==> src/ssb_pkg.sv <==
// Shared definitions for the seven-segment command bridge: display codes,
// job kinds and the job record passed from the command parser to the run generator.
// No dependencies.
package ssb_pkg;

  localparam logic [7:0] CODE_CURSOR  = 8'h79;
  localparam logic [7:0] CODE_BRIGHT  = 8'h7A;
  localparam logic [7:0] CODE_DECIMAL = 8'h77;
  localparam logic [7:0] CODE_BLANK   = 8'h10;

  localparam logic DISP_RPM = 1'b0;
  localparam logic DISP_MPH = 1'b1;

  localparam logic [1:0] JOB_BRIGHT = 2'd0;
  localparam logic [1:0] JOB_CLEAR  = 2'd1;
  localparam logic [1:0] JOB_DEC    = 2'd2;
  localparam logic [1:0] JOB_VALUE  = 2'd3;

  localparam int QUEUE_DEPTH = 2;

  typedef struct packed {
    logic [1:0]  kind;
    logic        disp;
    logic [7:0]  arg;
    logic [15:0] value;
  } ssb_job_t;

  typedef struct packed {
    logic       full;
    logic       empty;
    logic [1:0] count;
  } ssb_qstat_t;

endpackage

==> src/ssb_ifs.sv <==
// Valid/ready channel interfaces for the received byte stream and the
// display byte stream. No dependencies.
interface ssb_rx_if;
  logic       valid;
  logic       ready;
  logic [7:0] rx_byte;

  modport source (output valid, output rx_byte, input ready);
  modport sink   (input valid, input rx_byte, output ready);
endinterface

interface ssb_tx_if;
  logic       valid;
  logic       ready;
  logic       target_display;
  logic [7:0] tx_byte;
  logic       last;

  modport source (output valid, output target_display, output tx_byte, output last,
                  input ready);
  modport sink   (input valid, input target_display, input tx_byte, input last,
                  output ready);
endinterface

==> src/seven_segment_command_bridge.sv <==
// Seven-segment command bridge. Each accepted byte advances the parser; a job
// passes through the job queue to the run generator. Brightness, decimal and clear runs
// send 2 or 8 bytes at one per cycle while the output is ready; a value run first passes
// through the shift-and-add converter, then sends 8 to 14 bytes.
// The parser stalls only when the two-entry job queue is full.
// Synchronous active-low reset: parser idle, rpm value 0, mph value 2000, queue empty.
module seven_segment_command_bridge (
  input  logic     clk,
  input  logic     rst_n,
  ssb_rx_if.sink   in_ch,
  ssb_tx_if.source out_ch
);

  // Jobs flow from the parser through the queue into the run generator.
  ssb_pkg::ssb_job_t   push_job;
  ssb_pkg::ssb_job_t   head_job;
  ssb_pkg::ssb_qstat_t qstat;
  logic                push;
  logic                pop;

  // The front end parses command bytes and keeps the loaded values.
  ssb_front u_front (
    .clk   (clk),
    .rst_n (rst_n),
    .rx    (in_ch),
    .qstat (qstat),
    .push  (push),
    .job   (push_job)
  );

  // The queue lets the parser keep taking bytes while a run is being sent.
  ssb_queue u_queue (
    .clk      (clk),
    .rst_n    (rst_n),
    .push     (push),
    .push_job (push_job),
    .pop      (pop),
    .head     (head_job),
    .qstat    (qstat)
  );

  // The back end converts values and sends each run one beat per cycle while the output is ready.
  ssb_back u_back (
    .clk        (clk),
    .rst_n      (rst_n),
    .head       (head_job),
    .head_valid (!qstat.empty),
    .pop        (pop),
    .tx         (out_ch)
  );

  // A full queue must hold off the input, otherwise a job would be lost.
  a_full_stalls: assert property (@(posedge clk) disable iff (!rst_n)
    qstat.full |-> !in_ch.ready)
    else $error("input accepted while the job queue is full");

  // The queue never claims more entries than it holds.
  a_count_bound: assert property (@(posedge clk) disable iff (!rst_n)
    qstat.count <= 2'(ssb_pkg::QUEUE_DEPTH))
    else $error("job queue count out of range");

  // After the final beat of a run the generator returns to idle before any further beat.
  a_gap_after_last: assert property (@(posedge clk) disable iff (!rst_n)
    (out_ch.valid && out_ch.ready && out_ch.last) |=> !out_ch.valid)
    else $error("output beat directly after the end of a run");

  // A job can only be taken from a queue that holds one.
  a_pop_nonempty: assert property (@(posedge clk) disable iff (!rst_n)
    pop |-> !qstat.empty)
    else $error("job taken from an empty queue");

endmodule

==> src/ssb_front.sv <==
// Command parser: takes received bytes, tracks the parser position and the
// loaded values, and pushes display jobs. Depends on ssb_pkg and ssb_rx_if.
module ssb_front (
  input  logic                clk,
  input  logic                rst_n,
  ssb_rx_if.sink              rx,
  input  ssb_pkg::ssb_qstat_t qstat,
  output logic                push,
  output ssb_pkg::ssb_job_t   job
);

  localparam logic [7:0] CMD_RPM     = 8'hFF;
  localparam logic [7:0] CMD_MPH     = 8'hFE;
  localparam logic [7:0] CMD_RPM_BR  = 8'hFD;
  localparam logic [7:0] CMD_MPH_BR  = 8'hFC;
  localparam logic [7:0] CMD_RPM_CL  = 8'hFB;
  localparam logic [7:0] CMD_MPH_CL  = 8'hFA;
  localparam logic [7:0] CMD_PATTERN = 8'hF9;
  localparam logic [7:0] CMD_DEC     = 8'hF7;

  localparam logic [3:0] ST_IDLE   = 4'd0;
  localparam logic [3:0] ST_RPM_LO = 4'd1;
  localparam logic [3:0] ST_RPM_HI = 4'd2;
  localparam logic [3:0] ST_MPH_LO = 4'd3;
  localparam logic [3:0] ST_MPH_HI = 4'd4;
  localparam logic [3:0] ST_RPM_BR = 4'd5;
  localparam logic [3:0] ST_MPH_BR = 4'd6;
  localparam logic [3:0] ST_RPM_CL = 4'd7;
  localparam logic [3:0] ST_MPH_CL = 4'd8;
  localparam logic [3:0] ST_PAT1   = 4'd9;
  localparam logic [3:0] ST_PAT2   = 4'd10;
  localparam logic [3:0] ST_DEC1   = 4'd11;
  localparam logic [3:0] ST_DEC2   = 4'd12;
  localparam logic [3:0] ST_RPM_GO = 4'd13;
  localparam logic [3:0] ST_MPH_GO = 4'd14;

  logic [3:0]  state_r, state_nxt;
  logic [15:0] rpm_r, rpm_nxt;
  logic [15:0] mph_r, mph_nxt;
  logic        accept;

  // Decimal point place to display parameter; out-of-range places switch it off.
  function automatic logic [7:0] dec_param(input logic [7:0] d);
    logic [7:0] p;
    case (d)
      8'd1:    p = 8'd1;
      8'd2:    p = 8'd2;
      8'd3:    p = 8'd4;
      8'd4:    p = 8'd8;
      default: p = 8'd0;
    endcase
    return p;
  endfunction

  assign rx.ready = !qstat.full;
  assign accept   = rx.valid && rx.ready;

  always_comb begin
    state_nxt = state_r;
    rpm_nxt   = rpm_r;
    mph_nxt   = mph_r;
    push      = 1'b0;
    job       = '{kind: ssb_pkg::JOB_BRIGHT, disp: ssb_pkg::DISP_RPM,
                  arg: rx.rx_byte, value: rpm_r};
    if (accept) begin
      state_nxt = ST_IDLE;
      case (state_r)
        ST_IDLE: begin
          case (rx.rx_byte)
            CMD_RPM: begin
              state_nxt = ST_RPM_LO;
              rpm_nxt   = 16'd0;
            end
            CMD_MPH: begin
              state_nxt = ST_MPH_LO;
              mph_nxt   = 16'd0;
            end
            CMD_RPM_BR:  state_nxt = ST_RPM_BR;
            CMD_MPH_BR:  state_nxt = ST_MPH_BR;
            CMD_RPM_CL:  state_nxt = ST_RPM_CL;
            CMD_MPH_CL:  state_nxt = ST_MPH_CL;
            CMD_DEC:     state_nxt = ST_DEC1;
            CMD_PATTERN: state_nxt = ST_PAT1;
            default:     state_nxt = ST_IDLE;
          endcase
        end
        ST_RPM_LO: begin
          rpm_nxt   = {8'h00, rx.rx_byte};
          state_nxt = ST_RPM_HI;
        end
        ST_RPM_HI: begin
          rpm_nxt   = rpm_r | {rx.rx_byte, 8'h00};
          state_nxt = ST_RPM_GO;
        end
        ST_MPH_LO: begin
          mph_nxt   = {8'h00, rx.rx_byte};
          state_nxt = ST_MPH_HI;
        end
        ST_MPH_HI: begin
          mph_nxt   = mph_r | {rx.rx_byte, 8'h00};
          state_nxt = ST_MPH_GO;
        end
        ST_RPM_BR: begin
          push     = 1'b1;
          job.kind = ssb_pkg::JOB_BRIGHT;
          job.disp = ssb_pkg::DISP_RPM;
        end
        ST_MPH_BR: begin
          push     = 1'b1;
          job.kind = ssb_pkg::JOB_BRIGHT;
          job.disp = ssb_pkg::DISP_MPH;
        end
        ST_RPM_CL: begin
          push     = 1'b1;
          job.kind = ssb_pkg::JOB_CLEAR;
          job.disp = ssb_pkg::DISP_RPM;
        end
        ST_MPH_CL: begin
          push     = 1'b1;
          job.kind = ssb_pkg::JOB_CLEAR;
          job.disp = ssb_pkg::DISP_MPH;
        end
        ST_PAT1: state_nxt = ST_PAT2;
        ST_PAT2: state_nxt = ST_IDLE;
        ST_DEC1: state_nxt = ST_DEC2;
        ST_DEC2: begin
          push     = 1'b1;
          job.kind = ssb_pkg::JOB_DEC;
          job.disp = ssb_pkg::DISP_MPH;
          job.arg  = dec_param(rx.rx_byte);
        end
        ST_RPM_GO: begin
          push      = 1'b1;
          job.kind  = ssb_pkg::JOB_VALUE;
          job.disp  = ssb_pkg::DISP_RPM;
          job.value = rpm_r;
        end
        ST_MPH_GO: begin
          push      = 1'b1;
          job.kind  = ssb_pkg::JOB_VALUE;
          job.disp  = ssb_pkg::DISP_MPH;
          job.value = mph_r;
        end
        default: state_nxt = ST_IDLE;
      endcase
    end
  end

  always_ff @(posedge clk) begin
    if (!rst_n) begin
      state_r <= ST_IDLE;
      rpm_r   <= 16'd0;
      mph_r   <= 16'd2000;
    end else begin
      state_r <= state_nxt;
      rpm_r   <= rpm_nxt;
      mph_r   <= mph_nxt;
    end
  end

endmodule

==> src/ssb_queue.sv <==
// Two-entry job queue between the command parser and the run generator.
// Depends on ssb_pkg.
module ssb_queue (
  input  logic                clk,
  input  logic                rst_n,
  input  logic                push,
  input  ssb_pkg::ssb_job_t   push_job,
  input  logic                pop,
  output ssb_pkg::ssb_job_t   head,
  output ssb_pkg::ssb_qstat_t qstat
);

  ssb_pkg::ssb_job_t mem_r [ssb_pkg::QUEUE_DEPTH];
  logic       wp_r, rp_r;
  logic [1:0] cnt_r, cnt_nxt;
  logic       do_push, do_pop;

  assign qstat.count = cnt_r;
  assign qstat.full  = (cnt_r == 2'(ssb_pkg::QUEUE_DEPTH));
  assign qstat.empty = (cnt_r == 2'd0);
  assign head        = mem_r[rp_r];

  assign do_push = push && !qstat.full;
  assign do_pop  = pop && !qstat.empty;

  always_comb begin
    cnt_nxt = cnt_r;
    if (do_push && !do_pop) begin
      cnt_nxt = cnt_r + 2'd1;
    end else if (do_pop && !do_push) begin
      cnt_nxt = cnt_r - 2'd1;
    end
  end

  always_ff @(posedge clk) begin
    if (do_push) begin
      mem_r[wp_r] <= push_job;
    end
  end

  always_ff @(posedge clk) begin
    if (!rst_n) begin
      wp_r  <= 1'b0;
      rp_r  <= 1'b0;
      cnt_r <= 2'd0;
    end else begin
      cnt_r <= cnt_nxt;
      if (do_push) begin
        wp_r <= ~wp_r;
      end
      if (do_pop) begin
        rp_r <= ~rp_r;
      end
    end
  end

endmodule

==> src/ssb_back.sv <==
// Run generator: takes one job at a time, converts values to decimal digits
// by shift-and-add-three, then sends the byte run. Depends on ssb_pkg and ssb_tx_if.
module ssb_back (
  input  logic              clk,
  input  logic              rst_n,
  input  ssb_pkg::ssb_job_t head,
  input  logic              head_valid,
  output logic              pop,
  ssb_tx_if.source          tx
);

  localparam logic [1:0] B_IDLE = 2'd0;
  localparam logic [1:0] B_CONV = 2'd1;
  localparam logic [1:0] B_EMIT = 2'd2;

  logic [1:0]  state_r, state_nxt;
  logic [1:0]  kind_r, kind_nxt;
  logic        disp_r, disp_nxt;
  logic [7:0]  arg_r, arg_nxt;
  logic [15:0] val_r, val_nxt;
  logic [15:0] bcd_r, bcd_nxt;
  logic [1:0]  top_r, top_nxt;
  logic [3:0]  cnt_r, cnt_nxt;

  logic [15:0] bcd_adj;
  logic [1:0]  nb;
  logic [3:0]  blank_end, digit_end, run_len, off, dofs;
  logic [1:0]  pos, kblk;
  logic [7:0]  byte_out;

  // Add three to every digit of five or more before the shift.
  always_comb begin
    for (int i = 0; i < 4; i++) begin
      bcd_adj[i*4 +: 4] = (bcd_r[i*4 +: 4] >= 4'd5) ? bcd_r[i*4 +: 4] + 4'd3
                                                     : bcd_r[i*4 +: 4];
    end
  end

  // Value run layout: two cursor bytes, three bytes per blanked position,
  // the significant digits, then two cursor bytes again.
  assign nb        = 2'd3 - top_r;
  assign blank_end = 4'd2 + {2'b00, nb} + {1'b0, nb, 1'b0};
  assign digit_end = blank_end + {2'b00, top_r} + 4'd1;
  assign off       = cnt_r - 4'd2;
  assign dofs      = cnt_r - blank_end;
  assign pos       = top_r - dofs[1:0];

  always_comb begin
    if (off < 4'd3) begin
      kblk = 2'd1;
    end else if (off < 4'd6) begin
      kblk = 2'd2;
    end else begin
      kblk = 2'd3;
    end
  end

  always_comb begin
    byte_out = 8'h00;
    run_len  = 4'd2;
    case (kind_r)
      ssb_pkg::JOB_BRIGHT: begin
        byte_out = (cnt_r == 4'd0) ? ssb_pkg::CODE_BRIGHT : arg_r;
      end
      ssb_pkg::JOB_DEC: begin
        byte_out = (cnt_r == 4'd0) ? ssb_pkg::CODE_DECIMAL : arg_r;
      end
      ssb_pkg::JOB_CLEAR: begin
        run_len = 4'd8;
        case (cnt_r)
          4'd0, 4'd6:             byte_out = ssb_pkg::CODE_CURSOR;
          4'd2, 4'd3, 4'd4, 4'd5: byte_out = ssb_pkg::CODE_BLANK;
          default:                byte_out = 8'h00;
        endcase
      end
      ssb_pkg::JOB_VALUE: begin
        run_len = 4'd14 - {1'b0, top_r, 1'b0};
        if (cnt_r < 4'd2) begin
          byte_out = (cnt_r == 4'd0) ? ssb_pkg::CODE_CURSOR : 8'h00;
        end else if (cnt_r < blank_end) begin
          case (off - ({2'b00, kblk} - 4'd1) * 4'd3)
            4'd0:    byte_out = ssb_pkg::CODE_BLANK;
            4'd1:    byte_out = ssb_pkg::CODE_CURSOR;
            default: byte_out = {6'd0, kblk};
          endcase
        end else if (cnt_r < digit_end) begin
          byte_out = {4'd0, bcd_r[{pos, 2'b00} +: 4]};
        end else begin
          byte_out = (cnt_r == digit_end) ? ssb_pkg::CODE_CURSOR : 8'h00;
        end
      end
      default: byte_out = 8'h00;
    endcase
  end

  assign tx.valid          = (state_r == B_EMIT);
  assign tx.target_display = disp_r;
  assign tx.tx_byte        = byte_out;
  assign tx.last           = (cnt_r == run_len - 4'd1);

  always_comb begin
    state_nxt = state_r;
    kind_nxt  = kind_r;
    disp_nxt  = disp_r;
    arg_nxt   = arg_r;
    val_nxt   = val_r;
    bcd_nxt   = bcd_r;
    top_nxt   = top_r;
    cnt_nxt   = cnt_r;
    pop       = 1'b0;
    case (state_r)
      B_IDLE: begin
        if (head_valid) begin
          pop      = 1'b1;
          kind_nxt = head.kind;
          disp_nxt = head.disp;
          arg_nxt  = head.arg;
          val_nxt  = head.value;
          bcd_nxt  = 16'd0;
          cnt_nxt  = 4'd0;
          if (head.value >= 16'd1000) begin
            top_nxt = 2'd3;
          end else if (head.value >= 16'd100) begin
            top_nxt = 2'd2;
          end else if (head.value >= 16'd10) begin
            top_nxt = 2'd1;
          end else begin
            top_nxt = 2'd0;
          end
          state_nxt = (head.kind == ssb_pkg::JOB_VALUE) ? B_CONV : B_EMIT;
        end
      end
      B_CONV: begin
        bcd_nxt = {bcd_adj[14:0], val_r[15]};
        val_nxt = {val_r[14:0], 1'b0};
        cnt_nxt = cnt_r + 4'd1;
        if (cnt_r == 4'd15) begin
          state_nxt = B_EMIT;
        end
      end
      B_EMIT: begin
        if (tx.ready) begin
          if (tx.last) begin
            state_nxt = B_IDLE;
            cnt_nxt   = 4'd0;
          end else begin
            cnt_nxt = cnt_r + 4'd1;
          end
        end
      end
      default: state_nxt = B_IDLE;
    endcase
  end

  always_ff @(posedge clk) begin
    if (!rst_n) begin
      state_r <= B_IDLE;
      cnt_r   <= 4'd0;
    end else begin
      state_r <= state_nxt;
      cnt_r   <= cnt_nxt;
    end
  end

  always_ff @(posedge clk) begin
    kind_r <= kind_nxt;
    disp_r <= disp_nxt;
    arg_r  <= arg_nxt;
    val_r  <= val_nxt;
    bcd_r  <= bcd_nxt;
    top_r  <= top_nxt;
  end

endmodule
==> src/flat_wrapper.sv <==
// flat-port wrapper written by rule: the top's interface ports become plain ports
module seven_segment_command_bridge_flat 
  (clk, rst_n, in_ch_valid, in_ch_rx_byte, in_ch_ready, out_ch_valid, out_ch_target_display, out_ch_tx_byte, out_ch_last, out_ch_ready);
  ssb_rx_if in_ch_i ();
  ssb_tx_if out_ch_i ();
  input  logic clk;
  input  logic rst_n;
  input wire logic [$bits(in_ch_i.valid)-1:0] in_ch_valid;
  input wire logic [$bits(in_ch_i.rx_byte)-1:0] in_ch_rx_byte;
  output wire logic [$bits(in_ch_i.ready)-1:0] in_ch_ready;
  output wire logic [$bits(out_ch_i.valid)-1:0] out_ch_valid;
  output wire logic [$bits(out_ch_i.target_display)-1:0] out_ch_target_display;
  output wire logic [$bits(out_ch_i.tx_byte)-1:0] out_ch_tx_byte;
  output wire logic [$bits(out_ch_i.last)-1:0] out_ch_last;
  input wire logic [$bits(out_ch_i.ready)-1:0] out_ch_ready;
  assign in_ch_i.valid = in_ch_valid;
  assign in_ch_i.rx_byte = in_ch_rx_byte;
  assign in_ch_ready = in_ch_i.ready;
  assign out_ch_valid = out_ch_i.valid;
  assign out_ch_target_display = out_ch_i.target_display;
  assign out_ch_tx_byte = out_ch_i.tx_byte;
  assign out_ch_last = out_ch_i.last;
  assign out_ch_i.ready = out_ch_ready;
  seven_segment_command_bridge u_core (.clk(clk), .rst_n(rst_n), .in_ch(in_ch_i), .out_ch(out_ch_i));
endmodule
==> config.mk <==
export PLATFORM = sky130hd
export DESIGN_NAME = seven_segment_command_bridge_flat
export DESIGN_NICKNAME = d
export VERILOG_FILES = /design/src/ssb_pkg.sv /design/src/ssb_ifs.sv /design/src/seven_segment_command_bridge.sv /design/src/ssb_front.sv /design/src/ssb_queue.sv /design/src/ssb_back.sv /design/src/flat_wrapper.sv
export SDC_FILE = /design/constraint.sdc
export NUM_CORES = 1
export LEC_CHECK = 0
export BUFFER_PORTS_ARGS = -buffer_cell sky130_fd_sc_hd__buf_2
export CORE_MARGIN = 1
export CORE_UTILIZATION = 35
export DETAILED_ROUTE_END_ITERATION = 7
export PLACE_DENSITY = 0.61
export RECOVER_POWER = 25
export SYNTH_ARGS = -nofsm -noshare
export SYNTH_HDL_FRONTEND = slang
export SYNTH_SLANG_ARGS = --single-unit
==> constraint.sdc <==
create_clock -name clk -period 4.65 [get_ports clk]
set_input_delay 0.2325 -clock clk [delete_from_list [all_inputs] [get_ports clk]]
set_output_delay 0.2325 -clock clk [all_outputs]
set_load 0.05 [all_outputs]
==> metrics.md <==
| Metric | Value |
|---|---|
| Final Hold Viols | `0` |
| FFs w/ async S/R, synth | `0%` |
| Worst skew pair latency | `0.42 ns` |
| VDD IR-drop max | `0.339 mV` |
| Total Wirelength | `15.0 mm` |
| CTS root buf | `clkbuf_16` |
| Most frequent cells in the layout | `edfxtp_1, nand2_1, nor2_1` |
| Worst EP arrival | `4.02 ns` |
| Yosys cell types | `67` |
| Share of cells above drive strength 1 | `14.8%` |
| Sequential share of the synthesized area | `52.0%` |
| RSZ-0062 raised after global routing | `no` |
| Die area | `22,100 um^2` |
| Seq cells post-synth | `146` |
| IO Pins | `24` |
| Required time worst endpoint | `4.42 ns` |
| Setup CP Type | `flip-flop to output pin` |
| Endpoints failing setup | `0` |
| Htree depth | `4` |
| Vias | `5,086` |
| DP Cell Count | `971` |
| Worst setup EP type | `output pin` |
| Status | `completed` |
| Num rows | `53` |
| EDFF count, synth | `99` |
| Clock period minus worst slack | `4.25 ns` |
| CTS tree | `built` |
| Final Cycle Share | `91.5%` |
| DR vias/cell | `5.07` |
| Initial drt markers | `349` |
| Final max-slew violation count | `0` |
| Mapped cell area | `7530 um^2` |
| Synthesis-to-finish area growth | `13.0%` |
| First-pass GRT wire length | `25.1 mm` |
| Port buffer count | `23` |
| RePlAce Congestion | `0.824` |
| Core area | `21,100 um^2` |
| CP Launch Type | `flip-flop` |
| Nets@finish | `764` |
| GRT overflow | `0` |
| Antenna Nets Post-Route | `0` |
| Syn Nets | `743` |
| Die width | `149 um` |
| Vias in the first global route | `4,850` |
| Yosys warning total | `0` |
| Initial core utilization | `35.7%` |
| HP Class | `input pin to flip-flop` |
| P per Cell Area | `466 nW/um^2` |
| DRC | `0` |
| DP HPWL | `10.4 mm` |
| Largest net degree at the start of global routing | `34` |
| Clock Path Buffers | `2` |
| Initial antenna violation count | `0` |
| WL per Instance | `15.0 um` |
| Mean post-synth cell area | `10.8 um^2` |
| TritonCTS Buffers | `17` |
| Fmax | `235 MHz` |
| Clock Skews | `0.00684 ns` |
| Post-CTS Hold Buffers | `0` |
| Relative slew slack | `17.8%` |
| Cell Count, Final, Fillers Out | `1,004` |
| Syn Inst Count | `695` |
| Share of the synthesized area in the top cell type | `39.5%` |
| LEAKAGE | `3.13 nW` |
| Primary FF master, synth | `edfxtp_1` |
| Critical Path Fanout Max | `12` |
| Yosys top cell by area | `edfxtp_1` |
| Fill count | `2,041` |
| MaxCap Viol Count | `0` |
| Most common cell after layout, fill and taps aside | `edfxtp_1` |
| DRT Pass-1 Iters | `4` |
| Synth top area cells | `edfxtp_1, dfxtp_1, ha_1` |
| Antenna Diode Count | `0` |
| Total GRT Usage | `14.6%` |
| Die Y | `149 um` |
| Reg area | `3910 um^2` |
| TNS Setup | `0 ns` |
| CTS clk-pin slew, worst paths | `0.06 ns` |
| Clk sink count | `146` |
| Slew @ Worst Pin | `1.23 ns` |
| Area of the multi-input gates | `3380 um^2` |
[layout make-up]
cell class / count / share of cell area [%]
Inverter: 29 / 1.28
Clock inverter: 14 / 1.72
Clock buffer: 18 / 5.04
Multi-Input combinational cell: 489 / 39.8
Tap cell: 275 / 4.04
Timing Repair Buffer: 33 / 2.15
Sequential cell: 146 / 46.0
[timing repair]
action,CTS,global route
endpoints found under the hold margin,0,0
endpoints found under the setup margin,3,6
pin swaps,0,1
buffers inserted,0,1
resized for setup,1,1
[cell families after synthesis]
kind of cell,synth area share [%]
fa+ha+maj,5.98
simple gates,14.2
buf+inv,3.22
flops,52.0
compound gates,13.4
mux,8.13
xor+xnor,3.07
other cells,0.0498
[synth_stat cells, drive strengths merged, types with 12 or more instances]
| cell type | count |
|---|---|
| xnor2 | 15 |
| nand2 | 59 |
| mux2 | 33 |
| mux2i | 15 |
| dfxtp | 47 |
| nand2b | 12 |
| nor2b | 12 |
| clkbuf | 23 |
| a22o | 14 |
| nor2 | 56 |
| inv | 29 |
| ha | 36 |
| edfxtp | 99 |
| nand3 | 14 |
| o21ai | 44 |
| a21oi | 51 |
| nor3 | 18 |
| and2 | 17 |
[final timing paths]
path / startpoint / slack (ns) / cells past startpoint / endpoint
min reg2reg: u_core.u_front.mph_r[12] / 0.47 / 2 / u_core.u_front.mph_r[12]
min: in_ch_rx_byte[4] / 0.16 / 3 / u_core.u_front.mph_r[4]
max reg2reg: u_core.u_back.state_r[1] / 1.46 / 6 / u_core.u_back.bcd_r[7]
max: u_core.u_back.cnt_r[1] / 0.40 / 17 / out_ch_tx_byte[5]
[stage by stage]
step	worst slack [ns]	hold WS, ns	utilization, %	power (mW)	instance area, um^2
floorplan	0.0561	0.357	-	2.45	7530
global placement	0.573	0.441	37.6	2.67	7930
detailed placement	0.440	0.452	37.6	2.67	7930
CTS	0.150	0.141	40.3	4.00	8500
global route	0.0401	0.164	40.3	4.18	8510
finish	0.397	0.161	40.3	3.96	8510
[worst max-delay path: stages (launching register included)]
cell and delay (ns):
dfxtp_1 0.34, inv_2 0.12, ha_1 0.28, xor2_1 0.18, nor2_2 0.23, nor2_1 0.09
ha_1 0.31, inv_1 0.05, ha_1 0.19, or2_2 0.29, ha_1 0.21, o211a_1 0.12
o311ai_1 0.27, buf_4 0.17, nand3b_1 0.13, a31oi_1 0.25, o21ai_0 0.12, buf_2 0.24
[flip-flops by register name (all words and copies together) (netlist names), named ones only]
signal / flops
u_core.u_queue.wp_r: 1
u_core.u_back.top_r: 2
u_core.u_back.state_r: 2
u_core.u_front.mph_r: 16
u_core.u_back.arg_r: 8
u_core.u_queue.rp_r: 1
u_core.u_back.val_r: 16
u_core.u_back.cnt_r: 4
u_core.u_queue.cnt_r: 2
u_core.u_back.tx.target_display: 1
u_core.u_front.rpm_r: 16
u_core.u_front.state_r: 4
u_core.u_queue.mem_r: 54
u_core.u_back.kind_r: 2
u_core.u_back.bcd_r: 16
[layer usage]
metal,GRT usage [%],wire length (um),vias to the layer above
met1,20.4,7540,2382
met4,5.26,144,0
met5,0,0,-
li1,-,-,2598
met3,3.34,609,10
met2,21.9,6740,96
[where the power goes]
group	internal (mW)	switching (mW)	leakage [nW]	total, mW
clock	0.755	0.567	0.277	1.32
sequential	1.59	0.119	1.32	1.71
combinational	0.344	0.590	1.53	0.934
(Power assumes the default switching activity.)
